===== src/hw/rtl/kcsm_pkg.sv =====
package kcsm_pkg;

    localparam int WindowDepth  = 6;
    localparam int KeywordMax   = WindowDepth + 1;
    localparam int KeywordCount = 8;
    localparam int HarmCount    = 4;
    localparam int CharWidth    = 8;
    localparam int CfgIndexWidth = 8;

    typedef logic [CharWidth-1:0] char_t;

    // Position 0 is the newest character, position i the one i transfers earlier.
    typedef logic [KeywordMax-1:0][CharWidth-1:0] tail_t;
    typedef logic [KeywordMax-1:0] tail_mask_t;

    typedef logic [CfgIndexWidth-1:0] cfg_index_t;

    localparam cfg_index_t CFG_SAFETY_TRACKED = cfg_index_t'(0);
    localparam cfg_index_t CFG_TRUTH_TRACKED  = cfg_index_t'(1);

    // Keywords stored with their last character at position 0; harmful class first.
    localparam tail_t KW_TAIL [KeywordCount] = '{
        {24'd0, "harm"},
        {8'd0,  "damage"},
        "destroy",
        {8'd0,  "attack"},
        {32'd0, "lie"},
        "deceive",
        {24'd0, "fake"},
        "mislead"
    };

    localparam tail_mask_t KW_MASK [KeywordCount] = '{
        7'b0001111,
        7'b0111111,
        7'b1111111,
        7'b0111111,
        7'b0000111,
        7'b1111111,
        7'b0001111,
        7'b1111111
    };

    typedef struct packed {
        logic harm;
        logic deceit;
    } class_hits_t;

endpackage


===== src/hw/rtl/kcsm_matcher.sv =====
module kcsm_matcher (
    input  logic                   aclk,
    input  logic                   aresetn,
    input  logic                   step,
    input  kcsm_pkg::char_t        text_byte,
    input  logic                   last_byte,
    output kcsm_pkg::class_hits_t  seen
);

    kcsm_pkg::char_t window_reg [kcsm_pkg::WindowDepth];
    kcsm_pkg::char_t window_next [kcsm_pkg::WindowDepth];
    logic            harm_seen_reg, harm_seen_next;
    logic            deceit_seen_reg, deceit_seen_next;
    kcsm_pkg::tail_t cur;
    logic [kcsm_pkg::KeywordCount-1:0] kw_hit;

    // newest character plus the window
    always_comb begin
        cur[0] = text_byte;
        for (int i = 1; i < kcsm_pkg::KeywordMax; i++) begin
            cur[i] = window_reg[i-1];
        end
    end

    always_comb begin
        kcsm_pkg::tail_mask_t pos_ok;
        for (int k = 0; k < kcsm_pkg::KeywordCount; k++) begin
            for (int i = 0; i < kcsm_pkg::KeywordMax; i++) begin
                pos_ok[i] = !kcsm_pkg::KW_MASK[k][i] || (cur[i] == kcsm_pkg::KW_TAIL[k][i]);
            end
            kw_hit[k] = &pos_ok;
        end
    end

    assign seen.harm   = harm_seen_reg
                       | (|kw_hit[kcsm_pkg::HarmCount-1:0]);
    assign seen.deceit = deceit_seen_reg
                       | (|kw_hit[kcsm_pkg::KeywordCount-1:kcsm_pkg::HarmCount]);

    // shift in the new character; drop the whole string state after its last byte
    always_comb begin
        harm_seen_next   = harm_seen_reg;
        deceit_seen_next = deceit_seen_reg;
        for (int i = 0; i < kcsm_pkg::WindowDepth; i++) begin
            window_next[i] = window_reg[i];
        end
        if (step) begin
            if (last_byte) begin
                harm_seen_next   = 1'b0;
                deceit_seen_next = 1'b0;
                for (int i = 0; i < kcsm_pkg::WindowDepth; i++) begin
                    window_next[i] = '0;
                end
            end else begin
                harm_seen_next   = seen.harm;
                deceit_seen_next = seen.deceit;
                window_next[0]   = text_byte;
                for (int i = 1; i < kcsm_pkg::WindowDepth; i++) begin
                    window_next[i] = window_reg[i-1];
                end
            end
        end
    end

    always_ff @(posedge aclk) begin
        if (!aresetn) begin
            harm_seen_reg   <= 1'b0;
            deceit_seen_reg <= 1'b0;
            for (int i = 0; i < kcsm_pkg::WindowDepth; i++) begin
                window_reg[i] <= '0;
            end
        end else begin
            harm_seen_reg   <= harm_seen_next;
            deceit_seen_reg <= deceit_seen_next;
            for (int i = 0; i < kcsm_pkg::WindowDepth; i++) begin
                window_reg[i] <= window_next[i];
            end
        end
    end

endmodule


===== src/hw/rtl/keyword_class_stream_matcher_unit.sv =====
// Keyword class stream matcher: a string arrives one byte per transfer on the s_ side, its
// final byte marked by s_tlast, and the block looks for eight fixed keywords anywhere in it
// (harmful: harm, damage, destroy, attack; deceptive: lie, deceive, fake, mislead). Only the
// final byte of a string produces a transfer on the m_ side: aligned is 1 when no keyword was
// found; otherwise a harmful match sets the sticky safety_violated flag (if safety tracking
// is on) and, failing that, a deceptive match sets the sticky truth_violated flag (if truth
// tracking is on). Both flags clear only on reset. The block takes one byte every clock; a
// byte is held in the input register and the keyword compare against a six-byte history
// window runs between that register and the result register, so the result register is
// loaded when its final byte leaves the input register. A result that is not taken stalls the
// input only when the next final byte reaches the compare stage. Configuration writes (index
// 0: safety tracking, index 1: truth tracking, bit 0 of cfg_data) are always ready and must
// be issued only while the block is idle; other indices are ignored.
module keyword_class_stream_matcher_unit (
    input  logic                         aclk,
    input  logic                         aresetn,

    input  logic                         s_tvalid,
    output logic                         s_tready,
    input  logic [7:0]                   s_tdata,   // [7:0] text_byte
    input  logic                         s_tlast,   // last_byte

    output logic                         m_tvalid,
    input  logic                         m_tready,
    output logic [7:0]                   m_tdata,   // [0] aligned, [1] safety_violated,
                                                    // [2] truth_violated, [7:3] zero

    input  logic                         cfg_valid,
    output logic                         cfg_ready,
    input  kcsm_pkg::cfg_index_t         cfg_index,
    input  logic                         cfg_data
);

    // input register
    logic            in_valid_reg, in_valid_next;
    kcsm_pkg::char_t in_byte_reg, in_byte_next;
    logic            in_last_reg, in_last_next;

    // configuration
    logic safety_tracked_reg, safety_tracked_next;
    logic truth_tracked_reg, truth_tracked_next;

    // sticky flags
    logic safety_flag_reg, safety_flag_next;
    logic truth_flag_reg, truth_flag_next;

    // result register
    logic m_valid_reg, m_valid_next;
    logic aligned_reg, aligned_next;

    logic                  out_free;
    logic                  advance;
    logic                  finish;
    logic                  s_accept;
    kcsm_pkg::class_hits_t seen;

    // A byte leaves the input register when it produces no result, or when the result
    // register is empty or being emptied this cycle.
    assign out_free = !m_valid_reg || m_tready;
    assign advance  = in_valid_reg && (!in_last_reg || out_free);
    assign finish   = advance && in_last_reg;
    assign s_tready = !in_valid_reg || advance;
    assign s_accept = s_tvalid && s_tready;

    assign cfg_ready = 1'b1;

    kcsm_matcher u_matcher (
        .aclk      (aclk),
        .aresetn   (aresetn),
        .step      (advance),
        .text_byte (in_byte_reg),
        .last_byte (in_last_reg),
        .seen      (seen)
    );

    // Load the input register on every transfer; drop it once it has advanced.
    always_comb begin
        in_valid_next = in_valid_reg;
        in_byte_next  = in_byte_reg;
        in_last_next  = in_last_reg;
        if (s_accept) begin
            in_valid_next = 1'b1;
            in_byte_next  = s_tdata;
            in_last_next  = s_tlast;
        end else if (advance) begin
            in_valid_next = 1'b0;
        end
    end

    always_comb begin
        safety_tracked_next = safety_tracked_reg;
        truth_tracked_next  = truth_tracked_reg;
        if (cfg_valid && cfg_ready) begin
            case (cfg_index)
                kcsm_pkg::CFG_SAFETY_TRACKED: safety_tracked_next = cfg_data;
                kcsm_pkg::CFG_TRUTH_TRACKED:  truth_tracked_next  = cfg_data;
                default: ;
            endcase
        end
    end

    // Verdict at the final byte: the harmful class wins over the deceptive one.
    always_comb begin
        safety_flag_next = safety_flag_reg;
        truth_flag_next  = truth_flag_reg;
        aligned_next     = aligned_reg;
        m_valid_next     = m_valid_reg;
        if (finish) begin
            m_valid_next     = 1'b1;
            aligned_next     = !(seen.harm || seen.deceit);
            safety_flag_next = safety_flag_reg || (seen.harm && safety_tracked_reg);
            truth_flag_next  = truth_flag_reg
                             || (!seen.harm && seen.deceit && truth_tracked_reg);
        end else if (m_tready) begin
            m_valid_next = 1'b0;
        end
    end

    always_ff @(posedge aclk) begin
        if (!aresetn) begin
            in_valid_reg       <= 1'b0;
            safety_tracked_reg <= 1'b1;
            truth_tracked_reg  <= 1'b1;
            safety_flag_reg    <= 1'b0;
            truth_flag_reg     <= 1'b0;
            m_valid_reg        <= 1'b0;
        end else begin
            in_valid_reg       <= in_valid_next;
            safety_tracked_reg <= safety_tracked_next;
            truth_tracked_reg  <= truth_tracked_next;
            safety_flag_reg    <= safety_flag_next;
            truth_flag_reg     <= truth_flag_next;
            m_valid_reg        <= m_valid_next;
        end
    end

    // payload registers, no reset
    always_ff @(posedge aclk) begin
        in_byte_reg <= in_byte_next;
        in_last_reg <= in_last_next;
        aligned_reg <= aligned_next;
    end

    assign m_tvalid = m_valid_reg;
    assign m_tdata  = {5'd0, truth_flag_reg, safety_flag_reg, aligned_reg};

    // The sticky flags never clear outside reset.
    assert property (@(posedge aclk) disable iff (!aresetn)
        !$fell(safety_flag_reg) && !$fell(truth_flag_reg))
        else $error("sticky flag cleared");

    // A new result only follows a final byte leaving the input register.
    assert property (@(posedge aclk) disable iff (!aresetn)
        (m_valid_reg && !$past(m_valid_reg)) |-> $past(in_valid_reg && in_last_reg))
        else $error("result without final byte");

    // An aligned string leaves both flags untouched.
    assert property (@(posedge aclk) disable iff (!aresetn)
        (finish && !seen.harm && !seen.deceit) |=>
            (safety_flag_reg == $past(safety_flag_reg))
            && (truth_flag_reg == $past(truth_flag_reg)))
        else $error("flag changed on aligned string");

endmodule

===== config.mk =====
export PLATFORM = sky130hd
export DESIGN_NAME = keyword_class_stream_matcher_unit
export DESIGN_NICKNAME = d
export VERILOG_FILES = /design/src/hw/rtl/kcsm_pkg.sv /design/src/hw/rtl/kcsm_matcher.sv /design/src/hw/rtl/keyword_class_stream_matcher_unit.sv
export SDC_FILE = /design/constraint.sdc
export NUM_CORES = 1
export LEC_CHECK = 0
export ABC_AREA = 1
export ABC_CLOCK_PERIOD_IN_PS = 2400
export BUFFER_PORTS_ARGS = -buffer_cell sky130_fd_sc_hd__buf_2
export CAP_MARGIN = 10
export CORE_UTILIZATION = 43
export CTS_CLUSTER_SIZE = 40
export DETAILED_ROUTE_END_ITERATION = 12
export PLACE_DENSITY = 0.59
export SLEW_MARGIN = 30
export SYNTH_ARGS = -nofsm -noshare
export SYNTH_HDL_FRONTEND = slang
export SYNTH_HIERARCHICAL = 1
export SYNTH_SLANG_ARGS = --single-unit
export TNS_END_PERCENT = 100

===== constraint.sdc =====
create_clock -name aclk -period 2.4 [get_ports aclk]
set_input_delay 0.48 -clock aclk [delete_from_list [all_inputs] [get_ports aclk]]
set_output_delay 0.48 -clock aclk [all_outputs]
set_load 0.005 [all_outputs]

==> Word-level counts from Yosys, hierarchy flattened <==
Memory sizes are Yosys's and may differ from the RTL's.
Cells that the tools add are included.
{ "word_totals": {"register_bits": 18, "latchBits": 0, "mem_bits_rw": 48, "mem_bits_ro": 0, "inputBits": 23, "out_inout_bits": 11, "elab_cells": 103, "memories": 1} }
{ "mem_list": {"columns": ["name", "depth", "word_bits", "rd", "rd_ports_with_merged_regs", "wr", "line_no", "rtl"], "rows": [
  ["u_matcher.window_reg", 6, 8, 6, 0, 6, "kcsm_matcher.sv:10", "kcsm_pkg::char_t window_reg [kcsm_pkg::WindowDepth];"]
]} }
{ "op_classes": {"add_sub_neg": 0, "multipliers": 0, "n_div": 0, "magnitude_cmp": 0, "n_eq_ne": 35, "shifts": 0, "mux": 16, "bitwise_logic": 8, "n_reduce_logical": 32} }
{ "op_table": {"columns": ["operator", "n"], "rows": [
  ["$eq 8x7->1 const B", 34],
  ["$mux 48", 2],
  ["$mux 8", 6],
  ["$reduce_and 7->1", 3],
  ["$reduce_and 6->1", 2],
  ["$eq 8x1->1 const B", 1],
  ["$logic_not 8->1", 1],
  ["$mux 1", 8],
  ["$or 1x1->1", 8],
  ["$reduce_and 4->1", 2],
  ["$reduce_or 4->1", 2],
  ["$logic_and 1x1->1", 6],
  ["$logic_or 1x1->1", 6],
  ["$logic_not 1->1", 5],
  ["$reduce_and 2->1", 2],
  ["$reduce_bool 2->1", 2],
  ["$reduce_and 3->1", 1]
]} }

==> Depth between registers and ports, before layout <==
Gate-level depths: netlist of the first run.
An unclocked memory read counts as a cell.
{ "logic_depth": {"ltp_word": 9, "depth_mapped": 14, "depth_no_buf": 14} }

==> Modules after synthesis <==
Netlist of the first run, hierarchy kept.
{ "by_module_without_submodules": {"columns": ["module", "instances", "cells_per_inst", "area_per_inst_um2", "seq_area_each_um2"], "rows": [
  ["kcsm_matcher", 1, 487, 2776.4, 1001.0],
  ["keyword_class_stream_matcher_unit", 1, 76, 710.7, 420.4]
]} }

==> Least setup slack after synthesis of the first run <==
No wires, ideal clock.
{ "synth_path": {"path_type": "input to register", "from": "input port m_tready", "to": "memory u_matcher/window_reg[0][10] (netlist name)", "arrival_ns": 1.441, "t_required_ns": 2.330, "path_slack_ns": 0.889, "cell_stages": 11, "path_buffers": 1, "cell_sequence": "inv_1 nand2_2 inv_2 nand2_1 nand2_1 inv_1 inv_2 nor2_1 clkbuf_1 nand2_1 a21oi_1"} }
{ "synth_rtl": {"columns": ["item", "line_no", "rtl"], "rows": [
  ["start: declaration", "keyword_class_stream_matcher_unit.sv:24", "input logic m_tready,"],
  ["end: declaration", "kcsm_matcher.sv:10", null]
]} }

==> results.json, run 1 <==
{
  "p_int_w": 0.00165,
  "cts_setup_buffers": 0,
  "crit_type": "reg -> reg",
  "fin_nets": 607,
  "critPathMaxStageDelay_ns": 0.43,
  "startpoint_type": "flip-flop",
  "clk_pin_slew_ns": 0.07,
  "rsz0062_at_grt": "false",
  "dieHeight_um": 92.1,
  "grt.overflow.total": 0,
  "p_sw_w": 0.000512,
  "ys_warn_count": 6,
  "vdd_drop_max_v": 0.000397,
  "num_antenna_cells": 0,
  "synth_edf_count": 10,
  "totalPowerFinal_w": 0.00216,
  "syn_inst": 563,
  "fin_ws_ns": 0.683,
  "hold_depth": 1,
  "route.detailed.drc": 0,
  "fin_crit_ns": 1.72,
  "clkPwrFrac": 0.412,
  "pin_count": 34,
  "ys_ff_latch": 66,
  "start_util": 0.449,
  "grt_pass1_wl_mm": 13.6,
  "leakagePower_nw": 1.46,
  "crit_fanout": 3,
  "drive_gt1_frac": 0.136,
  "hold_violations": 0,
  "p_sw_frac": 0.237,
  "synth_flop_cell": "dfxtp_1",
  "finalClockSkew_ns": 0.00732,
  "status": "finished, final reports clean",
  "cts_tree": "built",
  "p_per_area_nw_per_um2": 559,
  "cts.sinks": 66,
  "cp.required_ns": 2.68,
  "drt_wl_total_mm": 7.93,
  "cp_cell_sequence": "nor2_1, nand2_1, nor2_1, nand2_1, nor2_1, nand2_1, nand2_1, or2_2, nand3b_1, nor2_1, nor2_1, nor2_1",
  "min_path_type": "in -> reg",
  "setup_violations": 0,
  "fp.dieArea_um2": 8470,
  "clkLatencyLatePin_ns": 0.34,
  "cp_common_cell": "nor2_1",
  "die_w_um": 92.1,
  "drtAntennaViolNets": 0,
  "row_count": 32,
  "ys_seq_area_frac": 0.408,
  "maxCapViolations": 0,
  "antenna_found_initial": 0,
  "core_area_um2": 7770,
  "postCtsHoldBufs": 0,
  "grt_pass1_vias": 2971,
  "cts_resized": 0,
  "root_buffer": "clkbuf_8",
  "timing.setup.tns_ns": 0,
  "stdcell_area_um2": 3860,
  "htree_levels": 3,
  "io_buffers": 27,
  "postSynth.asyncResetShare": 0,
  "dpl_worst_slack_ns": 0.640,
  "dr.pass1.iters": 5,
  "synth.avg_cell_area_um2": 6.19,
  "worst-slew-pin-transition_ns": 0.551,
  "critical_path_arrival_ns": 2.00,
  "p_comb_frac": 0.053,
  "gp_congestion": 0.897,
  "area_delta_synth_final_pct": 10.8,
  "grt_max_degree": 51,
  "max_slew_margin": 0.633,
  "post-route-util": 0.497,
  "postPlaceCellArea_um2": 3680,
  "grt.total_usage": 0.204,
  "finalCritPeriodShare": 0.716,
  "synth_area_um2": 3490,
  "largest_reg_flops": 48,
  "critPathCaptureType": "flip-flop",
  "seqPwrFrac": 0.535,
  "clk_path_buf_depth": 2,
  "fmax_mhz": 582,
  "hpwl_mm": 5.62,
  "critPathSlowestCell": "edfxtp_1",
  "viasPerCell": 4.57,
  "synth_cell_types": 22,
  "via_count": 3155,
  "wl_per_cell_um": 11.5,
  "worstRegToRegCells": 12,
  "drv_slew": 0,
  "first_iter_violations": 231,
  "cts_buffers": 9
}
cell usage after synthesis, drive strengths merged, types with 2 or more instances:
master	n	share of area
nand3	13	0.022
nand2	216	0.24
inv	73	0.079
edfxtp	10	0.086
a21oi	51	0.074
clkbuf	12	0.013
buf	12	0.024
nor2	111	0.13
clkinv	3	0.0032
dfxtp	56	0.32
conb	2	0.0022
final timing paths:
kind | start | to | slack [ns]
max | in_byte_reg[7] | truth_flag_reg | 0.68
min | s_tlast | in_last_reg | 0.30
max reg2reg | in_byte_reg[7] | truth_flag_reg | 0.68
min reg2reg | u_matcher/window_reg[0][45] | u_matcher/window_reg[0][45] | 0.47
power by group through the flow:
stage	clock (W)	combinational, W	sequential [W]
after floorplan	0	0.0000804	0.00118
after global placement	0	0.000114	0.00118
after detailed placement	0	0.000114	0.00118
after CTS	0.000920	0.000114	0.00116
after global routing	0.000960	0.000129	0.00116
final	0.000889	0.000114	0.00116
routing by layer:
metal	global-route usage	share of wire	up-vias	wire length [µm]
met4	0.0768	0.015	0	119
li1	-	-	1711	-
met3	0.0398	0.059	11	466
met2	0.323	0.44	67	3520
met5	0	0	-	0
met1	0.273	0.48	1366	3820
metrics by stage:
step	std cells	hold WS, ns
6_report	691	0.304
5_1_grt	691	0.292
4_1_cts	691	0.286
3_5_place_dp	675	0.450
3_3_place_gp	675	0.450
2_1_floorplan	567	0.429
cell usage in the layout (no fill, tap or decap), drive strengths merged:
master and n:
nand3 13, clkinv 6, bufinv 1, clkbuf 10
nand3b 1, clkinvlp 2, or2 1, o21bai 1
nand2 216, a21oi 51, conb 6, o21ai 1
dfxtp 56, buf 30, edfxtp 10, nor2 111
inv 73
critical path: cells and delay by family, from the launching register on:
kind	cells	cell delay [ns]
AND/OR/NAND/NOR	12	1.24
flip-flops	1	0.43
area by class of cell:
type                       count  area [µm²]
fill                         831        3900
multi-input combinational    401        1670
sequential                    66        1420
inverter                      76         285
timing repair buffer          30         170
clock buffer                  10         128
tap                          102         128
clock inverter                 6        58.8
cell families after synthesis:
kind of cell | after synthesis | share of synthesized area
DFF | 66 | 0.408
AOI/OAI and AO/OA | 53 | 0.0779
buffers and inverters | 100 | 0.119
and+or+nand+nor | 342 | 0.393
other | 2 | 0.00215
No activity file was read; power rests on OpenSTA's default activity.
==> run 2: changes to the inputs <==
- ABC_AREA: 1 -> 0
- ABC_CLOCK_PERIOD_IN_PS: 2400 -> 1400
- PLACE_DENSITY: 0.59 -> 0.62
- clock period: 2.4 -> 1.4 ns (I/O delays scaled with it)
==> results.json, run 2 <==
{
  "status": "finished, violations left",
  "violations": "setup timing",
  "drt_wl_total_mm": 9.35,
  "crit_type": "reg -> reg",
  "cp_cell_sequence": "buf_4, and4bb_2, nand4_1, inv_1, nand4_1, nand3_2, or2_4, nand2_2, nor4_2, o21a_1",
  "synth_area_leader_cell": "dfxtp_1",
  "grt_pass1_wl_mm": 13.5,
  "min_path_type": "in -> reg",
  "die_w_um": 88.7,
  "startpoint_type": "flip-flop",
  "critPathCaptureType": "flip-flop",
  "rsz0062_at_grt": "true",
  "hpwl_mm": 5.89,
  "htree_levels": 3,
  "drive_gt1_frac": 0.366,
  "critical_path_arrival_ns": 2.17,
  "synth.avg_cell_area_um2": 8.33,
  "synthTopCellsByCount": "dfxtp_1, nand2_1, and2_1",
  "synth_area_um2": 3230,
  "route.detailed.drc": 0,
  "dieHeight_um": 88.7,
  "cp.required_ns": 1.71,
  "final_common_cell": "buf_4",
  "ys_ff_latch": 66,
  "io_buffers": 27,
  "synth_top_area_frac": 0.347,
  "viasPerCell": 5.30,
  "root_buffer": "clkbuf_8",
  "p_per_area_nw_per_um2": 858,
  "grt_pass1_vias": 2798,
  "start_util": 0.446,
  "use_met2": 0.371,
  "cts_tree": "built",
  "vdd_drop_max_v": 0.000705,
  "path_buf_inv": 2,
  "postCtsHoldBufs": 0,
  "cts.sinks": 66,
  "drv_slew": 0,
  "first_iter_violations": 220,
  "totalPowerFinal_w": 0.00393,
  "syn_inst": 388,
  "finalClockSkew_ns": 0.0109,
  "postSynth.asyncResetShare": 0,
  "setup_violations": 23,
  "clk_pin_slew_ns": 0.08,
  "critPathSlowestCell": "edfxtp_1",
  "cp_common_cell": "nand4_1",
  "fp.dieArea_um2": 7870,
  "core_area_um2": 7250,
  "area_delta_synth_final_pct": 41.8,
  "ys_warn_count": 6,
  "grt.total_usage": 0.228,
  "pin_count": 34,
  "clkLatencyLatePin_ns": 0.35,
  "synth_cell_types": 44,
  "post-route-util": 0.632,
  "largest_reg_flops": 48,
  "num_antenna_cells": 0,
  "leakagePower_nw": 1.81,
  "synth.most_common_cell": "dfxtp_1",
  "via_count": 3146,
  "antenna_found_initial": 0,
  "critPathMaxStageDelay_ns": 0.44,
  "crit_fanout": 3,
  "grt.overflow.total": 0,
  "dr.pass1.iters": 5,
  "cts_buffers": 9,
  "drtAntennaViolNets": 0,
  "grt_max_degree": 48,
  "clk_path_buf_depth": 2,
  "fin_ws_ns": -0.464,
  "grt_use_met3": 0.0392,
  "synth_flop_cell": "dfxtp_1",
  "row_count": 31,
  "ys_top_cells_by_area": "dfxtp_1, edfxtp_1, and2_1",
  "busiest_layer": "met2",
  "fmax_mhz": 537,
  "fin_nets": 513,
  "ys_seq_area_frac": 0.440,
  "path_delay_family": "simple AND/OR/NAND/NOR gates",
  "gp_congestion": 1.06,
  "grt.met1_usage": 0.301,
  "synth_edf_count": 10,
  "wl_per_cell_um": 15.7,
  "hold_violations": 0,
  "maxCapViolations": 0,
  "finalCritPeriodShare": 1.33,
  "final_cell_mix": "buf_4, dfxtp_1, and2_1",
  "fin_crit_ns": 1.86
}
run 2: changes by cell type after synthesis, moves of 5 or more:
cell / previous run / this run
nand2_1: 207 / 51
nor2_1: 100 / 6
and2_1: 0 / 44
a21oi_1: 50 / 9
o22ai_1: 0 / 41
inv_1: 62 / 43
nor2b_1: 0 / 18
inv_2: 11 / 1
nor2_2: 10 / 0
nand2_2: 9 / 0
nor4_1: 0 / 9
nand4_1: 0 / 8
buf_1: 0 / 7
nor3_1: 0 / 5
run 2: logic make-up (layout without fill, tap and decap cells):
group,count (synthesis),count (layout),synth area share
buf+inv,73,176,0.0952
simple gates,183,183,0.335
other cells,2,6,0.00232
compound gates,64,64,0.128
flops,66,66,0.440
run 2: final timing paths:
path | to | slack (ns) | from | depth (start not counted)
worst max-delay path | truth_flag_reg | -0.46 | in_byte_reg[3] | 10
worst min-delay path | in_last_reg | 0.1 | s_tlast | 1
worst max register to register | truth_flag_reg | -0.46 | in_byte_reg[3] | 10
worst min register to register | safety_flag_reg | 0.47 | safety_flag_reg | 1
run 2: area by class of cell:
class | instances | area, µm²
Tap cell | 99 | 124
Fill cell | 615 | 2670
Sequential cell | 66 | 1430
Timing Repair Buffer | 116 | 937
Clock inverter | 3 | 40.0
Clock buffer | 13 | 149
Multi-Input combinational cell | 253 | 1740
Inverter | 44 | 165
run 2: routing by layer:
layer  routed length [µm]  vias up
met5                    0        -
li1                     -     1529
met1                 4160     1493
met3                  434       24
met2                 4480      100
met4                  278        0
run 2: what timing repair did:
item,in CTS,in global routing
gates resized for setup,14,37
pin swaps,4,23
endpoints found under the setup margin,13,36
buffers inserted,1,6
gates cloned,0,7
run 2: through the flow:
stage | setup TNS, ns | cell area [µm²] | setup slack (ns) | hold slack, ns | instances
after floorplan | -5.83 | 3270 | -0.229 | 0.352 | 392
final | -2.19 | 4580 | -0.464 | 0.0952 | 594
after CTS | -1.48 | 4240 | -0.451 | 0.0954 | 581
after global routing | -4.01 | 4580 | -0.604 | 0.0859 | 594
after detailed placement | -2.19 | 3990 | -0.467 | 0.454 | 564
after global placement | -2.07 | 3990 | -0.450 | 0.448 | 564
run 2: report_power, final:
group | leakage, nW | total [W] | switching [W] | internal [W]
registers | 0.550 | 0.00198 | 0.0000272 | 0.00195
logic | 1.16 | 0.000353 | 0.000183 | 0.000169
clock network | 0.0974 | 0.00160 | 0.000732 | 0.000868
total | 1.81 | 0.00393 | 0.000942 | 0.00299
==> run 3: changes to the inputs <==
- CORE_UTILIZATION: 43 -> 45
- MAX_ROUTING_LAYER: not set -> met4
- PLACE_DENSITY: 0.62 -> 0.64
==> results.json, run 3 (synthesis results as in run 2) <==
{
  "largest_reg_flops": 48,
  "viasPerCell": 5.60,
  "cp.required_ns": 1.51,
  "cts_buffers": 9,
  "regToRegStartpoint": "u_matcher/window_reg[0][12]",
  "cts.sinks": 66,
  "fin_nets": 517,
  "grt_pass1_vias": 2895,
  "cts_tree": "built",
  "status": "finished, violations left",
  "grt_max_degree": 34,
  "hold_depth": 1,
  "final_common_cell": "buf_4",
  "clkLatencyLatePin_ns": 0.35,
  "rsz0062_at_grt": "true",
  "seqPwrFrac": 0.516,
  "p_comb_frac": 0.115,
  "crit_fanout": 5,
  "num_antenna_cells": 0,
  "finalNonFillerCells": 595,
  "root_buffer": "clkbuf_8",
  "die_w_um": 86.8,
  "finalClockSkew_ns": 0.00717,
  "fin_crit_ns": 2.07,
  "vdd_drop_max_v": 0.000793,
  "wl_per_cell_um": 17.5,
  "p_sw_frac": 0.259,
  "startpoint_type": "flip-flop",
  "p_sw_w": 0.000995,
  "io_buffers": 27,
  "antenna_found_initial": 0,
  "drtAntennaViolNets": 0,
  "place_inst": 559,
  "critPathSlowestCell": "nor4bb_2",
  "holdPathEnd": "in_last_reg",
  "critPathCaptureType": "flip-flop",
  "clk_pin_slew_ns": 0.07,
  "clkPwrFrac": 0.369,
  "min_from": "s_tlast",
  "dieHeight_um": 86.8,
  "fp.dieArea_um2": 7530,
  "totalPowerFinal_w": 0.00384,
  "final_cell_mix": "buf_4, dfxtp_1, inv_1",
  "first_iter_violations": 294,
  "dpl_worst_slack_ns": -0.476,
  "grt.overflow.total": 0,
  "p_per_area_nw_per_um2": 786,
  "leakagePower_nw": 2.00,
  "worstRegToRegCells": 8,
  "start_util": 0.471,
  "drv_slew": 0,
  "via_count": 3333,
  "drive_gt1_frac": 0.427,
  "fmax_mhz": 482,
  "finalCritPeriodShare": 1.48,
  "htree_levels": 3,
  "r2r-end": "aligned_reg",
  "cp_cell_sequence": "nor4bb_2, and2_1, and3_1, o2111ai_1, nand3_1, or2_1, buf_4, nor2_1",
  "critical_path_arrival_ns": 2.18,
  "drt_wl_total_mm": 10.4,
  "grt.total_usage": 0.242,
  "core_area_um2": 6870,
  "min_path_type": "in -> reg",
  "hpwl_mm": 5.76,
  "timing.setup.tns_ns": -5.87,
  "row_count": 30,
  "rrSetupSlack_ns": -0.67,
  "setup_violations": 46,
  "hold_violations": 0,
  "p_int_w": 0.00285,
  "clk_path_buf_depth": 2,
  "violations": "setup timing",
  "gp_congestion": 1.00,
  "dr.pass1.iters": 8,
  "crit_type": "reg -> reg",
  "pin_count": 34,
  "critPathMaxStageDelay_ns": 0.44,
  "maxCapViolations": 0,
  "route.detailed.drc": 0,
  "area_delta_synth_final_pct": 51.1,
  "fin_ws_ns": -0.673,
  "grt_pass1_wl_mm": 13.5
}
==> run 3: cell types whose count changed in the layout (fill, tap and decap cells not counted), sizes merged <==
cell,delta
clkinv,+3
bufinv,-1
buf,+1
clkinvlp,+1
==> run 3: timing repair <==
action                                  4_1_cts  5_1_grt
endpoints found under the setup margin       37       55
buffers inserted                              6        3
gates cloned                                  2       11
gates resized for setup                      15       88
hold buffers                                  0        0
pin swaps                                     4       50
==> run 3: worst max-delay path, delay by kind of cell (launching register included) <==
| family | cells | cell delay (ns) |
|---|---|---|
| AO/OA/AOI/OAI | 1 | 0.12 |
| AND/OR/NAND/NOR | 6 | 1.22 |
| buffers and inverters | 1 | 0.11 |
| flip-flops | 1 | 0.38 |
==> run 3: how the worst max path moves through the flow <==
stage / start / endpoint / slack [ns] / cells after the start
2_1_floorplan: u_matcher/window_reg[0][44] / truth_flag_reg / -0.23 / 9
3_3_place_gp: u_matcher/window_reg[0][28] / safety_flag_reg / -0.42 / 10
3_5_place_dp: u_matcher/window_reg[0][7] / truth_flag_reg / -0.48 / 9
4_1_cts: u_matcher/window_reg[0][41] / truth_flag_reg / -0.44 / 9
5_1_grt: u_matcher/window_reg[0][12] / truth_flag_reg / -0.73 / 9
6_report: u_matcher/window_reg[0][12] / aligned_reg / -0.67 / 8
==> run 3: layer usage <==
metal	share of wire	vias up	routed length, µm	track usage
met4	0.034	0	357	0.0939
met3	0.062	49	645	0.0448
li1	-	1538	-	-
met2	0.50	157	5170	0.390
met5	0	-	0	-
met1	0.41	1589	4230	0.302
==> run 3: final cells by class <==
| class | instances | area (µm²) |
|---|---|---|
| fill | 478 | 1980 |
| multi-input combinational | 253 | 1930 |
| sequential | 66 | 1430 |
| timing repair buffer | 120 | 1080 |
| inverter | 44 | 165 |
| clock buffer | 10 | 138 |
| tap | 96 | 120 |
| clock inverter | 6 | 32.5 |
==> run 3: through the flow <==
step                      hold slack [ns]   util  instance area, µm²
after floorplan                     0.352      -                3270
after global placement              0.444  0.578                3970
after detailed placement            0.451  0.578                3970
after CTS                          0.0999  0.626                4300
after global routing               0.0940  0.711                4890
final                               0.104  0.711                4890
==> run 3: power by group through the flow <==
stage	sequential (W)	clock [W]	combinational [W]
2_1_floorplan	0.00201	0	0.000143
3_3_place_gp	0.00202	0	0.000251
3_5_place_dp	0.00202	0	0.000254
4_1_cts	0.00198	0.00143	0.000300
5_1_grt	0.00198	0.00151	0.000464
6_report	0.00198	0.00142	0.000443
